**config.mk**
```make
export PLATFORM = sky130hd
export DESIGN_NAME = straight_drive_velocity_profiler_flat
export DESIGN_NICKNAME = d
export VERILOG_FILES = /design/src/svp_pkg.sv /design/src/svp_ifs.sv /design/src/svp_alu.sv /design/src/straight_drive_velocity_profiler.sv /design/src/flat_wrapper.sv
export SDC_FILE = /design/constraint.sdc
export NUM_CORES = 2
export LEC_CHECK = 0
export BUFFER_PORTS_ARGS = -buffer_cell sky130_fd_sc_hd__buf_4
export CELL_PAD_IN_SITES_DETAIL_PLACEMENT = 1
export CELL_PAD_IN_SITES_GLOBAL_PLACEMENT = 1
export CORE_MARGIN = 3
export CORE_UTILIZATION = 40
export CTS_CLUSTER_SIZE = 20
export DETAILED_ROUTE_END_ITERATION = 7
export HOLD_SLACK_MARGIN = 0.02
export PLACE_DENSITY = 0.67
export REMOVE_ABC_BUFFERS = 1
export SETUP_SLACK_MARGIN = 0.3
export SLEW_MARGIN = 10
export SYNTH_ARGS = -nofsm -noshare
export SYNTH_HDL_FRONTEND = slang
export SYNTH_SLANG_ARGS = --single-unit
export TNS_END_PERCENT = 100
```
**constraint.sdc**
```tcl
create_clock -name clk -period 12.9 [get_ports clk]
set_input_delay 1.29 -clock clk [delete_from_list [all_inputs] [get_ports clk]]
set_output_delay 1.29 -clock clk [all_outputs]
set_load 0.05 [all_outputs]
```
**src/svp_pkg.sv**
```systemverilog
package svp_pkg;

	// Field and register widths.
	localparam int TgtW     = 24;
	localparam int VelW     = 16;
	localparam int AccW     = 20;
	localparam int TimeW    = 32;
	localparam int EncW     = 32;
	localparam int DrvW     = 17;
	localparam int CfgIdxW  = 2;
	localparam int CfgDataW = 24;

	// Register indexes on the configuration port.
	localparam logic [CfgIdxW-1:0] REG_TARGET_DISTANCE = 2'd0;
	localparam logic [CfgIdxW-1:0] REG_MAX_VELOCITY    = 2'd1;
	localparam logic [CfgIdxW-1:0] REG_ACCEL_LIMIT     = 2'd2;
	localparam logic [CfgIdxW-1:0] REG_MIN_SPEED       = 2'd3;

	// Register reset values.
	localparam logic [TgtW-1:0] RST_TARGET_DISTANCE = 24'd0;
	localparam logic [VelW-1:0] RST_MAX_VELOCITY    = 16'd12800;
	localparam logic [AccW-1:0] RST_ACCEL_LIMIT     = 20'd25600;
	localparam logic [VelW-1:0] RST_MIN_SPEED       = 16'd1257;

	// Shared unit sizes.
	localparam int MulAW = 32;
	localparam int MulBW = 21;
	localparam int ProdW = MulAW + MulBW;
	localparam int StepW = 52;
	localparam int SubW  = 45;

	// Division of the speed step by one million. While the speed ramps the step stays
	// below 2^36. Six low bits are dropped first, which leaves a divisor of 15625, and
	// the reciprocal floor(2^34 / 15625) gives the quotient or one less; a compare
	// against the product of the quotient and one million settles it.
	localparam int DivW     = 36;
	localparam int RcpShift = 6;
	localparam int RcpFrac  = 34;

	// Integer square root of 2 * max_accel * remaining, two radicand bits per cycle.
	localparam int RadW      = 44;
	localparam int RootW     = 22;
	localparam int SqrtSteps = 22;
	localparam int IterW     = 5;

	// Distance arithmetic.
	localparam int TravW = 34;
	localparam int RemW  = 23;

	localparam logic [19:0]      US_PER_S    = 20'd1000000;
	localparam logic [MulBW-1:0] US_RECIP    = 21'd1099511;
	localparam logic [17:0]      TICK_SCALE  = 18'd237914;
	localparam logic [15:0]      ROUND_HALF  = 16'd32768;
	localparam logic [9:0]       OFFSET_DIST = 10'd768;
	localparam logic [7:0]       FINISH_DIST = 8'd128;

	localparam logic [RadW-1:0] SQRT_BIT_TOP  = RadW'(1) << (RadW - 2);

	typedef struct packed {
		logic             mul_en;
		logic [MulAW-1:0] mul_a;
		logic [MulBW-1:0] mul_b;
		logic [SubW-1:0]  sub_a;
		logic [SubW-1:0]  sub_b;
	} alu_req_t;

	typedef struct packed {
		logic [ProdW-1:0] prod;
		logic [SubW-1:0]  diff;
		logic             ge;
	} alu_rsp_t;

endpackage

```
**src/svp_ifs.sv**
```systemverilog
interface svp_in_if import svp_pkg::*; ();
	logic                   valid;
	logic                   ready;
	logic [TimeW-1:0]       time_us;
	logic signed [EncW-1:0] encoder_count;

	modport source (output valid, output time_us, output encoder_count, input ready);
	modport sink (input valid, input time_us, input encoder_count, output ready);
endinterface

interface svp_out_if import svp_pkg::*; ();
	logic                   valid;
	logic                   ready;
	logic                   finished;
	logic signed [DrvW-1:0] drive_velocity;

	modport source (output valid, output finished, output drive_velocity, input ready);
	modport sink (input valid, input finished, input drive_velocity, output ready);
endinterface

```
**src/svp_alu.sv**
```systemverilog
module svp_alu import svp_pkg::*; (
	input  logic     clk,
	input  alu_req_t req,
	output alu_rsp_t rsp
);

	// The product is registered so that no result feeds a second multiply in one cycle.
	logic [ProdW-1:0] prod_q;

	always_ff @(posedge clk) begin
		if (req.mul_en) begin
			prod_q <= ProdW'(req.mul_a) * ProdW'(req.mul_b);
		end
	end

	assign rsp.prod = prod_q;
	assign rsp.diff = req.sub_a - req.sub_b;
	assign rsp.ge   = (req.sub_a >= req.sub_b);

endmodule

```
**src/straight_drive_velocity_profiler.sv**
```systemverilog
// Channel   Role   Word contents
// sample    sink   time_us (32 b unsigned), encoder_count (32 b signed)
// result    source finished (1 b), drive_velocity (17 b signed)
// cfg_*     write  cfg_index selects one of four registers, cfg_data holds its value
//
// After it accepts a sample word, the block is not ready again until it has worked the
// word through and loaded its result, and loading waits while the result register is
// held by a stalled sink. The 22 square root steps share one subtractor and all the
// products share one multiplier; a ramping speed adds the states that divide the step
// by one million by reciprocal multiplication, correct the quotient and update the speed.
// The asynchronous reset clears the profile state, the control and restores the
// register defaults. A finished result is held in its own register, so a new sample is
// taken while that result still waits.
module straight_drive_velocity_profiler import svp_pkg::*; (
	input  logic                clk,
	input  logic                arst_n,
	input  logic                cfg_we,
	input  logic [CfgIdxW-1:0]  cfg_index,
	input  logic [CfgDataW-1:0] cfg_data,
	svp_in_if.sink              sample,
	svp_out_if.source           result
);

	// Sequencer states.
	localparam logic [3:0] S_IDLE  = 4'd0;
	localparam logic [3:0] S_MSTEP = 4'd1;
	localparam logic [3:0] S_MDIFF = 4'd2;
	localparam logic [3:0] S_CMP   = 4'd3;
	localparam logic [3:0] S_RCP   = 4'd4;
	localparam logic [3:0] S_QUO   = 4'd5;
	localparam logic [3:0] S_QMUL  = 4'd6;
	localparam logic [3:0] S_QFIX  = 4'd7;
	localparam logic [3:0] S_ADJ   = 4'd8;
	localparam logic [3:0] S_MTRAV = 4'd9;
	localparam logic [3:0] S_REM   = 4'd10;
	localparam logic [3:0] S_MCAP  = 4'd11;
	localparam logic [3:0] S_SQLD  = 4'd12;
	localparam logic [3:0] S_SQRT  = 4'd13;
	localparam logic [3:0] S_OUT   = 4'd14;

	// Configuration registers.
	logic signed [TgtW-1:0] tgt_q;
	logic [VelW-1:0]        vmax_q;
	logic [AccW-1:0]        amax_q;
	logic [VelW-1:0]        vmin_q;

	// Profile state carried from one sample to the next.
	logic [VelW-1:0]  last_spd_q;
	logic [TimeW-1:0] last_time_q;

	logic [3:0]       state_q;
	logic [IterW-1:0] iter_q;

	// Datapath registers.
	logic [TimeW-1:0] dt_q;
	logic [EncW-1:0]  mag_enc_q;
	logic [StepW-1:0] step_q;
	logic             dir_up_q;
	logic [VelW-1:0]  diff_q;
	logic [VelW-1:0]  quo_q;
	logic [VelW-1:0]  spd_q;
	logic [RemW-1:0]  rem_q;
	logic             done_q;
	logic [RadW-1:0]  rad_q;
	logic [SubW-1:0]  root_q;
	logic [RadW-1:0]  bit_q;

	logic                   out_valid_q;
	logic                   out_fin_q;
	logic signed [DrvW-1:0] out_vel_q;

	alu_req_t alu_req;
	alu_rsp_t alu_rsp;

	svp_alu u_alu (
		.clk (clk),
		.req (alu_req),
		.rsp (alu_rsp)
	);

	logic                   accept;
	logic                   out_free;
	logic                   dir_up_c;
	logic [VelW-1:0]        diff_c;
	logic                   quo_low;
	logic [TgtW-1:0]        mag_tgt;
	logic [ProdW-1:0]       trav_sum;
	logic [TravW-1:0]       trav;
	logic signed [TravW+1:0] rem_full;
	logic                   ramp;
	logic [RootW-1:0]       cap;
	logic [VelW-1:0]        spd_capped;
	logic [VelW-1:0]        spd_final;
	logic signed [DrvW-1:0] vel_signed;

	assign accept   = sample.valid && sample.ready;
	assign out_free = !out_valid_q || result.ready;

	assign sample.ready          = (state_q == S_IDLE);
	assign result.valid          = out_valid_q;
	assign result.finished       = out_fin_q;
	assign result.drive_velocity = out_vel_q;

	// Distance to the cruise limit and the direction the speed has to move.
	assign dir_up_c = (vmax_q > last_spd_q);
	assign diff_c   = dir_up_c ? (vmax_q - last_spd_q) : (last_spd_q - vmax_q);

	// The speed ramps only when the full gap cannot be closed in this tick.
	assign ramp = (alu_rsp.prod > {1'b0, step_q});

	// The reciprocal quotient is one short when another million still fits in the step.
	assign quo_low = (ProdW'(step_q) >= alu_rsp.prod + ProdW'(US_PER_S));

	// Travelled distance rounded to nearest, then what is left after the stop offset.
	assign mag_tgt  = tgt_q[TgtW-1] ? TgtW'(-tgt_q) : TgtW'(tgt_q);
	assign trav_sum = alu_rsp.prod + ProdW'(ROUND_HALF);
	assign trav     = trav_sum[TravW+15:16];
	assign rem_full = $signed({12'b0, mag_tgt}) - $signed({2'b0, trav})
		- $signed((TravW+2)'(OFFSET_DIST));

	// Cap by the braking curve, then lift to the feed-forward floor.
	assign cap        = root_q[RootW-1:0];
	assign spd_capped = ({6'b0, spd_q} > cap) ? cap[VelW-1:0] : spd_q;
	assign spd_final  = (spd_capped < vmin_q) ? vmin_q : spd_capped;
	assign vel_signed = (tgt_q > 0) ? $signed({1'b0, spd_final})
		: -$signed({1'b0, spd_final});

	// Operand selection for the shared multiplier and subtractor.
	always_comb begin
		alu_req = '0;
		case (state_q)
			S_MSTEP: begin
				alu_req.mul_en = 1'b1;
				alu_req.mul_a  = dt_q;
				alu_req.mul_b  = MulBW'(amax_q);
			end
			S_MDIFF: begin
				alu_req.mul_en = 1'b1;
				alu_req.mul_a  = MulAW'(diff_c);
				alu_req.mul_b  = MulBW'(US_PER_S);
			end
			S_RCP: begin
				alu_req.mul_en = 1'b1;
				alu_req.mul_a  = MulAW'(step_q[DivW-1:RcpShift]);
				alu_req.mul_b  = US_RECIP;
			end
			S_QMUL: begin
				alu_req.mul_en = 1'b1;
				alu_req.mul_a  = MulAW'(quo_q);
				alu_req.mul_b  = MulBW'(US_PER_S);
			end
			S_MTRAV: begin
				alu_req.mul_en = 1'b1;
				alu_req.mul_a  = mag_enc_q;
				alu_req.mul_b  = MulBW'(TICK_SCALE);
			end
			S_MCAP: begin
				alu_req.mul_en = 1'b1;
				alu_req.mul_a  = MulAW'(rem_q);
				alu_req.mul_b  = {amax_q, 1'b0};
			end
			S_SQRT: begin
				alu_req.sub_a = SubW'(rad_q);
				alu_req.sub_b = root_q + SubW'(bit_q);
			end
			default: begin
				alu_req = '0;
			end
		endcase
	end

	// Control, configuration and profile state.
	always_ff @(posedge clk or negedge arst_n) begin
		if (!arst_n) begin
			state_q     <= S_IDLE;
			iter_q      <= '0;
			tgt_q       <= RST_TARGET_DISTANCE;
			vmax_q      <= RST_MAX_VELOCITY;
			amax_q      <= RST_ACCEL_LIMIT;
			vmin_q      <= RST_MIN_SPEED;
			last_spd_q  <= '0;
			last_time_q <= '0;
			out_valid_q <= 1'b0;
		end else begin
			if (cfg_we) begin
				case (cfg_index)
					REG_TARGET_DISTANCE: tgt_q  <= cfg_data[TgtW-1:0];
					REG_MAX_VELOCITY:    vmax_q <= cfg_data[VelW-1:0];
					REG_ACCEL_LIMIT:     amax_q <= cfg_data[AccW-1:0];
					REG_MIN_SPEED:       vmin_q <= cfg_data[VelW-1:0];
					default: begin
					end
				endcase
			end

			if (state_q == S_OUT && out_free) begin
				out_valid_q <= 1'b1;
			end else if (result.ready) begin
				out_valid_q <= 1'b0;
			end

			case (state_q)
				S_IDLE: begin
					if (accept) begin
						last_time_q <= sample.time_us;
						state_q     <= S_MSTEP;
					end
				end
				S_MSTEP: state_q <= S_MDIFF;
				S_MDIFF: state_q <= S_CMP;
				S_CMP: begin
					if (ramp) begin
						state_q <= S_RCP;
					end else begin
						state_q <= S_MTRAV;
					end
				end
				S_RCP:   state_q <= S_QUO;
				S_QUO:   state_q <= S_QMUL;
				S_QMUL:  state_q <= S_QFIX;
				S_QFIX:  state_q <= S_ADJ;
				S_ADJ:   state_q <= S_MTRAV;
				S_MTRAV: state_q <= S_REM;
				S_REM:   state_q <= S_MCAP;
				S_MCAP:  state_q <= S_SQLD;
				S_SQLD: begin
					iter_q  <= IterW'(SqrtSteps - 1);
					state_q <= S_SQRT;
				end
				S_SQRT: begin
					if (iter_q == '0) begin
						state_q <= S_OUT;
					end else begin
						iter_q <= iter_q - 1'b1;
					end
				end
				S_OUT: begin
					if (out_free) begin
						last_spd_q <= spd_final;
						state_q    <= S_IDLE;
					end
				end
				default: state_q <= S_IDLE;
			endcase
		end
	end

	// Datapath registers.
	always_ff @(posedge clk) begin
		case (state_q)
			S_IDLE: begin
				if (accept) begin
					dt_q      <= sample.time_us - last_time_q;
					mag_enc_q <= sample.encoder_count[EncW-1]
						? EncW'(-sample.encoder_count) : EncW'(sample.encoder_count);
				end
			end
			S_MDIFF: begin
				step_q   <= alu_rsp.prod[StepW-1:0];
				dir_up_q <= dir_up_c;
				diff_q   <= diff_c;
			end
			S_CMP: begin
				spd_q <= vmax_q;
			end
			S_QUO: begin
				quo_q <= alu_rsp.prod[RcpFrac+VelW-1:RcpFrac];
			end
			S_QFIX: begin
				quo_q <= quo_q + VelW'(quo_low);
			end
			S_ADJ: begin
				spd_q <= dir_up_q ? (last_spd_q + quo_q) : (last_spd_q - quo_q);
			end
			S_REM: begin
				if (rem_full < 0) begin
					rem_q <= '0;
				end else begin
					rem_q <= rem_full[RemW-1:0];
				end
				done_q <= (rem_full < $signed((TravW+2)'(FINISH_DIST)));
			end
			S_SQLD: begin
				rad_q  <= alu_rsp.prod[RadW-1:0];
				root_q <= '0;
				bit_q  <= SQRT_BIT_TOP;
			end
			S_SQRT: begin
				if (alu_rsp.ge) begin
					rad_q  <= alu_rsp.diff[RadW-1:0];
					root_q <= (root_q >> 1) + SubW'(bit_q);
				end else begin
					root_q <= root_q >> 1;
				end
				bit_q <= bit_q >> 2;
			end
			S_OUT: begin
				if (out_free) begin
					out_fin_q <= done_q;
					out_vel_q <= done_q ? '0 : vel_signed;
				end
			end
			default: begin
			end
		endcase
	end

`ifndef SYNTHESIS
	a_busy_after_accept: assert property (@(posedge clk) disable iff (!arst_n)
		sample.valid && sample.ready |=> !sample.ready)
		else $error("sample taken while a word is in work");

	a_result_not_overwritten: assert property (@(posedge clk) disable iff (!arst_n)
		(state_q == S_OUT) && result.valid && !result.ready |=> (state_q == S_OUT))
		else $error("new result loaded over a stalled one");

	a_ramp_below_gap: assert property (@(posedge clk) disable iff (!arst_n)
		(state_q == S_ADJ) |-> (quo_q < diff_q))
		else $error("speed step reaches past the cruise limit");

	a_root_range: assert property (@(posedge clk) disable iff (!arst_n)
		(state_q == S_OUT) |-> (root_q[SubW-1:RootW] == '0))
		else $error("square root out of range");

	a_finished_zero: assert property (@(posedge clk) disable iff (!arst_n)
		result.valid && result.finished |-> (result.drive_velocity == '0))
		else $error("finished result carries a velocity");
`endif

endmodule

```
**src/flat_wrapper.sv**
```systemverilog
// flat-port wrapper written by rule: the top's interface ports become plain ports
module straight_drive_velocity_profiler_flat import svp_pkg::*;
  (clk, arst_n, cfg_we, cfg_index, cfg_data, sample_valid, sample_time_us, sample_encoder_count, sample_ready, result_valid, result_finished, result_drive_velocity, result_ready);
  svp_in_if sample_i ();
  svp_out_if result_i ();
  input  logic clk;
  input  logic arst_n;
  input  logic cfg_we;
  input  logic [CfgIdxW-1:0] cfg_index;
  input  logic [CfgDataW-1:0] cfg_data;
  input wire logic [$bits(sample_i.valid)-1:0] sample_valid;
  input wire logic [$bits(sample_i.time_us)-1:0] sample_time_us;
  input wire logic [$bits(sample_i.encoder_count)-1:0] sample_encoder_count;
  output wire logic [$bits(sample_i.ready)-1:0] sample_ready;
  output wire logic [$bits(result_i.valid)-1:0] result_valid;
  output wire logic [$bits(result_i.finished)-1:0] result_finished;
  output wire logic [$bits(result_i.drive_velocity)-1:0] result_drive_velocity;
  input wire logic [$bits(result_i.ready)-1:0] result_ready;
  assign sample_i.valid = sample_valid;
  assign sample_i.time_us = sample_time_us;
  assign sample_i.encoder_count = sample_encoder_count;
  assign sample_ready = sample_i.ready;
  assign result_valid = result_i.valid;
  assign result_finished = result_i.finished;
  assign result_drive_velocity = result_i.drive_velocity;
  assign result_i.ready = result_ready;
  straight_drive_velocity_profiler u_core (.clk(clk), .arst_n(arst_n), .cfg_we(cfg_we), .cfg_index(cfg_index), .cfg_data(cfg_data), .sample(sample_i), .result(result_i));
endmodule
```
* Word level (Yosys, flattened, before mapping)
Index checks and enable logic that the tools add are counted.
Storage, ports and cells: register bits 511, output and inout port bits 20
Operators by class: muxes and demuxes 25, order comparisons 9, equal/unequal tests 22, add/subtract/negate cells 17, multipliers 1, reductions and logical operators 21
Operators by type and width (number):
- one-hot mux 54 bit (6 select lines) | 1
- one-hot mux 44 bit (2 select lines) | 2
- one-hot mux 45 bit (2 select lines) | 1
- two-way mux 89 bit | 1
- two-way mux 16 bit | 5
- one-hot mux 16 bit (2 select lines) | 2
- one-hot mux 4 bit (15 select lines) | 1
- adder 53 x 20 -> 53 bit (second input constant) | 1
- greater-or-equal comparator 52 x 53 -> 1 bit | 1
- greater-than comparator 53 x 52 -> 1 bit | 1
- multiplier 32 x 21 -> 53 bit | 1
- adder 50 x 16 -> 50 bit (second input constant) | 1
- subtractor 16 bit | 3
- adder 44 x 44 -> 45 bit | 1
- adder 45 x 44 -> 45 bit | 1
- greater-or-equal comparator 44 x 45 -> 1 bit | 1
- two-way mux 45 bit | 1
- two-way mux 44 bit | 1
- subtractor 44 bit | 1
- < comparator 36 x 1 -> 1 bit (second input constant) | 1
- < comparator 36 x 9 -> 1 bit (second input constant) | 1
- subtractor 36 x 11 -> 36 bit (second input constant) | 1
- subtractor 24 x 34 -> 35 bit | 1
- negator 32 bit | 1
- other kinds (34) | 63

* Depth between registers and ports, before layout
word-level depth 6, mapped depth 46

* Modules after synthesis
From an unflattened synthesis, not the netlist that was laid out.
Second synthesis, totals: cell total of the unflattened synthesis 6676, area total of the unflattened synthesis 59642.2 sq um
By module, submodules not included:
- straight_drive_velocity_profiler | cells each 3673, instances 1, area each 33347.0 sq um
- svp_alu | cells each 3003, instances 1, area each 26295.2 sq um

* Worst setup path before layout
Ideal clock, no wire load.
path kind reg2reg, start point register u_core.vmax_q[0], end point register u_core.u_alu.prod_q[52] (data pin), required time 12.640 ns, stages on the path, launching flop included 42, path slack 2.272 ns, buffers on the path 1, arrival 10.369 ns, path through dfrtp_1 -> inv_1 -> ha_1 -> inv_1 -> fa_1 -> a21o_1 -> a21o_1 -> a21o_1 -> a21oi_1 -> o21ai_0 -> a21o_1 -> a211o_1 -> nand2_1 -> buf_1 -> mux2_2 -> o311ai_0 -> nor2_1 -> nor2_1 -> [... 6 more ...] -> inv_1 -> fa_1 -> fa_1 -> fa_1 -> inv_1 -> ha_1 -> a21o_1 -> a221oi_1 -> o21ai_0 -> a2111o_1 -> nand3_1 -> a21oi_1 -> o21ai_0 -> a21boi_0 -> a221oi_1 -> o21ai_0 -> a21oi_1 -> xnor2_1
Between the ends: longest elaborated chain between the ends 4
RTL lines:
- start, declared | line straight_drive_velocity_profiler.sv:43 | logic [VelW-1:0] vmax_q;
- start signal, assigned | line straight_drive_velocity_profiler.sv:188 | REG_MAX_VELOCITY: vmax_q <= cfg_data[VelW-1:0];
- subtractor 16 bit or greater-than comparator 16 bit (tied branches) | line straight_drive_velocity_profiler.sv:106, straight_drive_velocity_profiler.sv:105
- two-way mux 16 bit (*) | line straight_drive_velocity_profiler.sv:106 | assign diff_c = dir_up_c ? (vmax_q - last_spd_q) : (last_spd_q - vmax_q);
- one-hot mux 54 bit (6 select lines) (*) | line straight_drive_velocity_profiler.sv:131 | case (state_q)
- multiplier 32 x 21 -> 53 bit (*) | line svp_alu.sv:12 | prod_q <= ProdW'(req.mul_a) * ProdW'(req.mul_b);
- end signal, assigned | line svp_alu.sv:12
- end, declared | line svp_alu.sv:8 | logic [ProdW-1:0] prod_q;
Every way passes the cells marked *; elsewhere a longest branch is shown, timed or not. A chain may end at the register's enable or synchronous reset.

* Final worst setup path
start point register u_core.last_spd_q[1], end point register u_core.u_alu.prod_q[52] (data pin)
Between the ends: longest elaborated chain between the ends 4
RTL lines:
- start, declared | line straight_drive_velocity_profiler.sv:48 | logic [VelW-1:0] last_spd_q;
- start signal, assigned | line straight_drive_velocity_profiler.sv:239 | last_spd_q <= spd_final;
- greater-than comparator 16 bit | line straight_drive_velocity_profiler.sv:105 | assign dir_up_c = (vmax_q > last_spd_q);
- net u_core.dir_up_c | line straight_drive_velocity_profiler.sv:83 | logic dir_up_c;
- two-way mux 16 bit | line straight_drive_velocity_profiler.sv:106
- one-hot mux 54 bit (6 select lines) | line straight_drive_velocity_profiler.sv:131
- multiplier 32 x 21 -> 53 bit | line svp_alu.sv:12
The timed path passes the listed nets, and every way through them passes these cells.

==> summary.md <==
| Metric | Value |
|---|---|
| Row count | 139 |
| Hpwl dp | 173000 microns |
| Asr flop ratio synth | 0.274 |
| Critical hold path startpoint | u_core.last_time_q[0] |
| CTS Buf Count | 60 |
| Slowest cell on crit path | fa_1 |
| Final setup violating endpoints | 0 |
| I/O Pins | 115 |
| DRC Markers | 0 |
| TritonCTS clock tree | built |
| Share of cells above drive strength 1 | 0.0786 |
| Level count of the clock H-tree | 2 |
| Global Route Usage Sum | 0.286 |
| Worst path depth | 40 |
| Total gr overflow | 0 |
| Data arrival time of the critical path | 12330 ps |
| Element type at the critical path end | flip-flop |
| Hold path depth | 2 |
| Number of global-route vias before repair | 50900 |
| Max-cap check violation count | 0 |
| RSZ-0062 raised after global routing | false |
| Via Count | 48000 |
| Design Area, Final | 63200 sq um |
| Flip-flop and latch count after synthesis | 489 |
| Top Family by Delay on Critical Path | compound AO/OA/AOI/OAI gates |
| Avg Inst Size Synth | 8.95 sq um |
| Core area | 144000 sq um |
| Critical Path Most Common Cell | fa_1 |
| Hold crit path type | reg2reg |
| Post-route setup TNS | 0 ps |
| Placed Area | 61100 sq um |
| P&R area growth vs syn | 8.86% |
| DRT Pass-1 Iters | 8 |
| Wire per inst | 25.5 microns |
| Fmax achieved | 83.9 MHz |
| Port Buffers | 114 |
| Main synth FF type | edfxtp_1 |
| Most area-consuming cells after synthesis | fa_1, edfxtp_1, ha_1, inv_1, nand2_1 |
| Die boundary height | 387 microns |
| Root buf cell | clkbuf_16 |
| Fill cells | 16700 |
| Mapped Area | 58000 sq um |
| Yosys cell types | 112 |
| Status | finished, final reports clean |
| Worst Setup SP | u_core.last_spd_q[1] |
| Die width | 387 microns |
| CP Class | reg2reg |
| Post-Route WL | 216000 microns |
| FF-to-FF path depth | 40 |
| Post-synth EDFFs | 355 |
| Reg-to-reg critical path startpoint | u_core.last_spd_q[1] |
| Post-Synthesis Cells | 6487 |
| Layout net count | 7669 |
| Largest net degree at the start of global routing | 68 |
| Most common cell after layout, fill and taps aside | inv_1 |
| Clk_lat worst skew | 680 ps |
| Sequential Area | 14000 sq um |
| Sink Count | 489 |
| Max Clock Skew | 30.4 ps |
| Part of the Yosys area used for sequential elements | 0.242 |
| Rel. slew slack | 0.188 |
| First-pass GRT wire length | 325000 microns |
| Worst path max stage delay | 600 ps |
| WP data required | 13320 ps |
| Max-slew violations | 0 |
| Initial Util | 0.403 |
| Final GP Congestion | 0.982 |
| Hold Vio Cnt, Final | 0 |
| Most frequent cells in the layout | inv_1, nand2_1, nor2_1 |
| Initial antenna violation count | 16 |
| Clock Pin Slew Worst Setup and Hold Paths | 70 ps |
| Via density | 5.68 |
| CP max FO | 12 |
| Worst path buffer plus inverter count | 6 |
| Die ar. | 150000 sq um |
| Post-synth top area share | 0.198 |
| Startpoint types | flip-flop |
| Tmin final | 11920 ps |
| YS warnings | 0 |
| CTS Buffer Depth | 3 |
| Multi-input gate area | 39800 sq um |
| Core Util, Final | 0.439 |
| Post-synth top area cell | fa_1 |
| DRT antenna net count | 0 |
| Period Utilization, post-route | 0.924 |
| Tightest Pin Transition | 1200 ps |
| Starting DRC count in detailed routing | 3301 |
[worst register-to-register path: cells and delay by family (launching register included)]
family | cells | cell delay [ps]
AO/OA/AOI/OAI | 19 | 4930
XOR/XNOR | 2 | 310
adder cells (fa/ha/maj) | 9 | 4440
buffers and inverters | 6 | 600
flip-flops | 1 | 500
multiplexers | 1 | 290
AND/OR/NAND/NOR | 3 | 610
[cell families after synthesis]
group / after synthesis / share of synthesized area
adder cells (fa/ha/maj): 1074 / 0.306
multiplexers: 110 / 0.0208
other: 1 / 0.0000646
buffers and inverters: 1136 / 0.0746
flip-flops: 489 / 0.242
AO/OA/AOI/OAI: 1167 / 0.130
AND/OR/NAND/NOR: 2084 / 0.162
XOR/XNOR: 426 / 0.0643
[synth_stat cells (15+ instances only)]
library cell    n
inv_1         861
nand2_1       834
nor2_1        599
fa_1          573
ha_1          501
edfxtp_1      355
o21ai_0       300
a21oi_1       269
xnor2_1       261
clkbuf_1      225
xor2_1        165
a21o_1        149
dfrtp_1       122
nand3_1       103
and2_1        101
mux2_2         85
nor3_1         83
nand4_1        75
nand2b_1       50
a22oi_1        45
a211oi_1       43
a31oi_1        38
nor2b_1        38
o31ai_1        38
or3_1          37
and3_1         36
o21bai_1       36
o21a_1         32
mux2i_1        24
nor4_1         24
o211ai_1       21
or2_2          21
buf_1          20
o21ai_1        20
a21boi_0       19
buf_2          18
and4_1         15
[per-layer routing]
metal / up-vias / track usage / part of all wire
met5: - / 0 / 0.00017
met2: 1403 / 0.477 / 0.47
met3: 416 / 0.0496 / 0.065
met1: 24500 / 0.371 / 0.42
li1: 21700 / - / -
met4: 6 / 0.113 / 0.048
[sequential cells by signal, summed over array words and instances (netlist names), 4 cells and up]
register	cells
u_core.rem_q	23
u_core.tgt_q	24
u_core.last_spd_q	16
u_core.vmin_q	16
u_core.state_q	4
u_core.quo_q	16
u_core.dt_q	32
u_core.amax_q	20
u_core.spd_q	16
u_core.result.drive_velocity	17
u_core.vmax_q	16
u_core.bit_q	22
u_core.iter_q	5
u_core.step_q	52
u_core.rad_q	44
u_core.root_q	45
u_core.last_time_q	32
u_core.mag_enc_q	32
u_core.u_alu.prod_q	53
[worst paths after layout]
kind / endpoint / slack, ps
min: u_core.last_time_q[0] / 500
min in group asynchronous: u_core.last_time_q[9] / 560
max: u_core.u_alu.prod_q[52] / 980
min reg2reg: u_core.last_time_q[0] / 500
max in group asynchronous: u_core.state_q[0] / 10480
max reg2reg: u_core.u_alu.prod_q[52] / 980
[through the flow]
stage | setup WS [ps] | instances | hold WS (ps)
2_1_floorplan | 1460 | 6216 | 454
3_3_place_gp | 820 | 8337 | 468
3_5_place_dp | 459 | 8337 | 482
4_1_cts | 403 | 8451 | 497
5_1_grt | 326 | 8455 | 550
6_report | 983 | 8459 | 500
[layout make-up]
class / instances / area share
timing repair buffer: 222 / 0.0265
tap: 1903 / 0.0377
sequential: 489 / 0.222
multi-input combinational: 4863 / 0.631
clock inverter: 22 / 0.00329
antenna: 4 / 0.000158
clock buffer: 92 / 0.0283
inverter: 864 / 0.0514
[what timing repair did]
action | 4_1_cts | 5_1_grt
hold buffers | 0 | 0
endpoints found under the setup margin | 0 | 10
hold endpoints to repair | 0 | 0
resized for setup | 0 | 6
setup buffers | 0 | 3
Power is not shown: default switching activity piles up to over one toggle a cycle in this logic, so the estimate is an artifact.
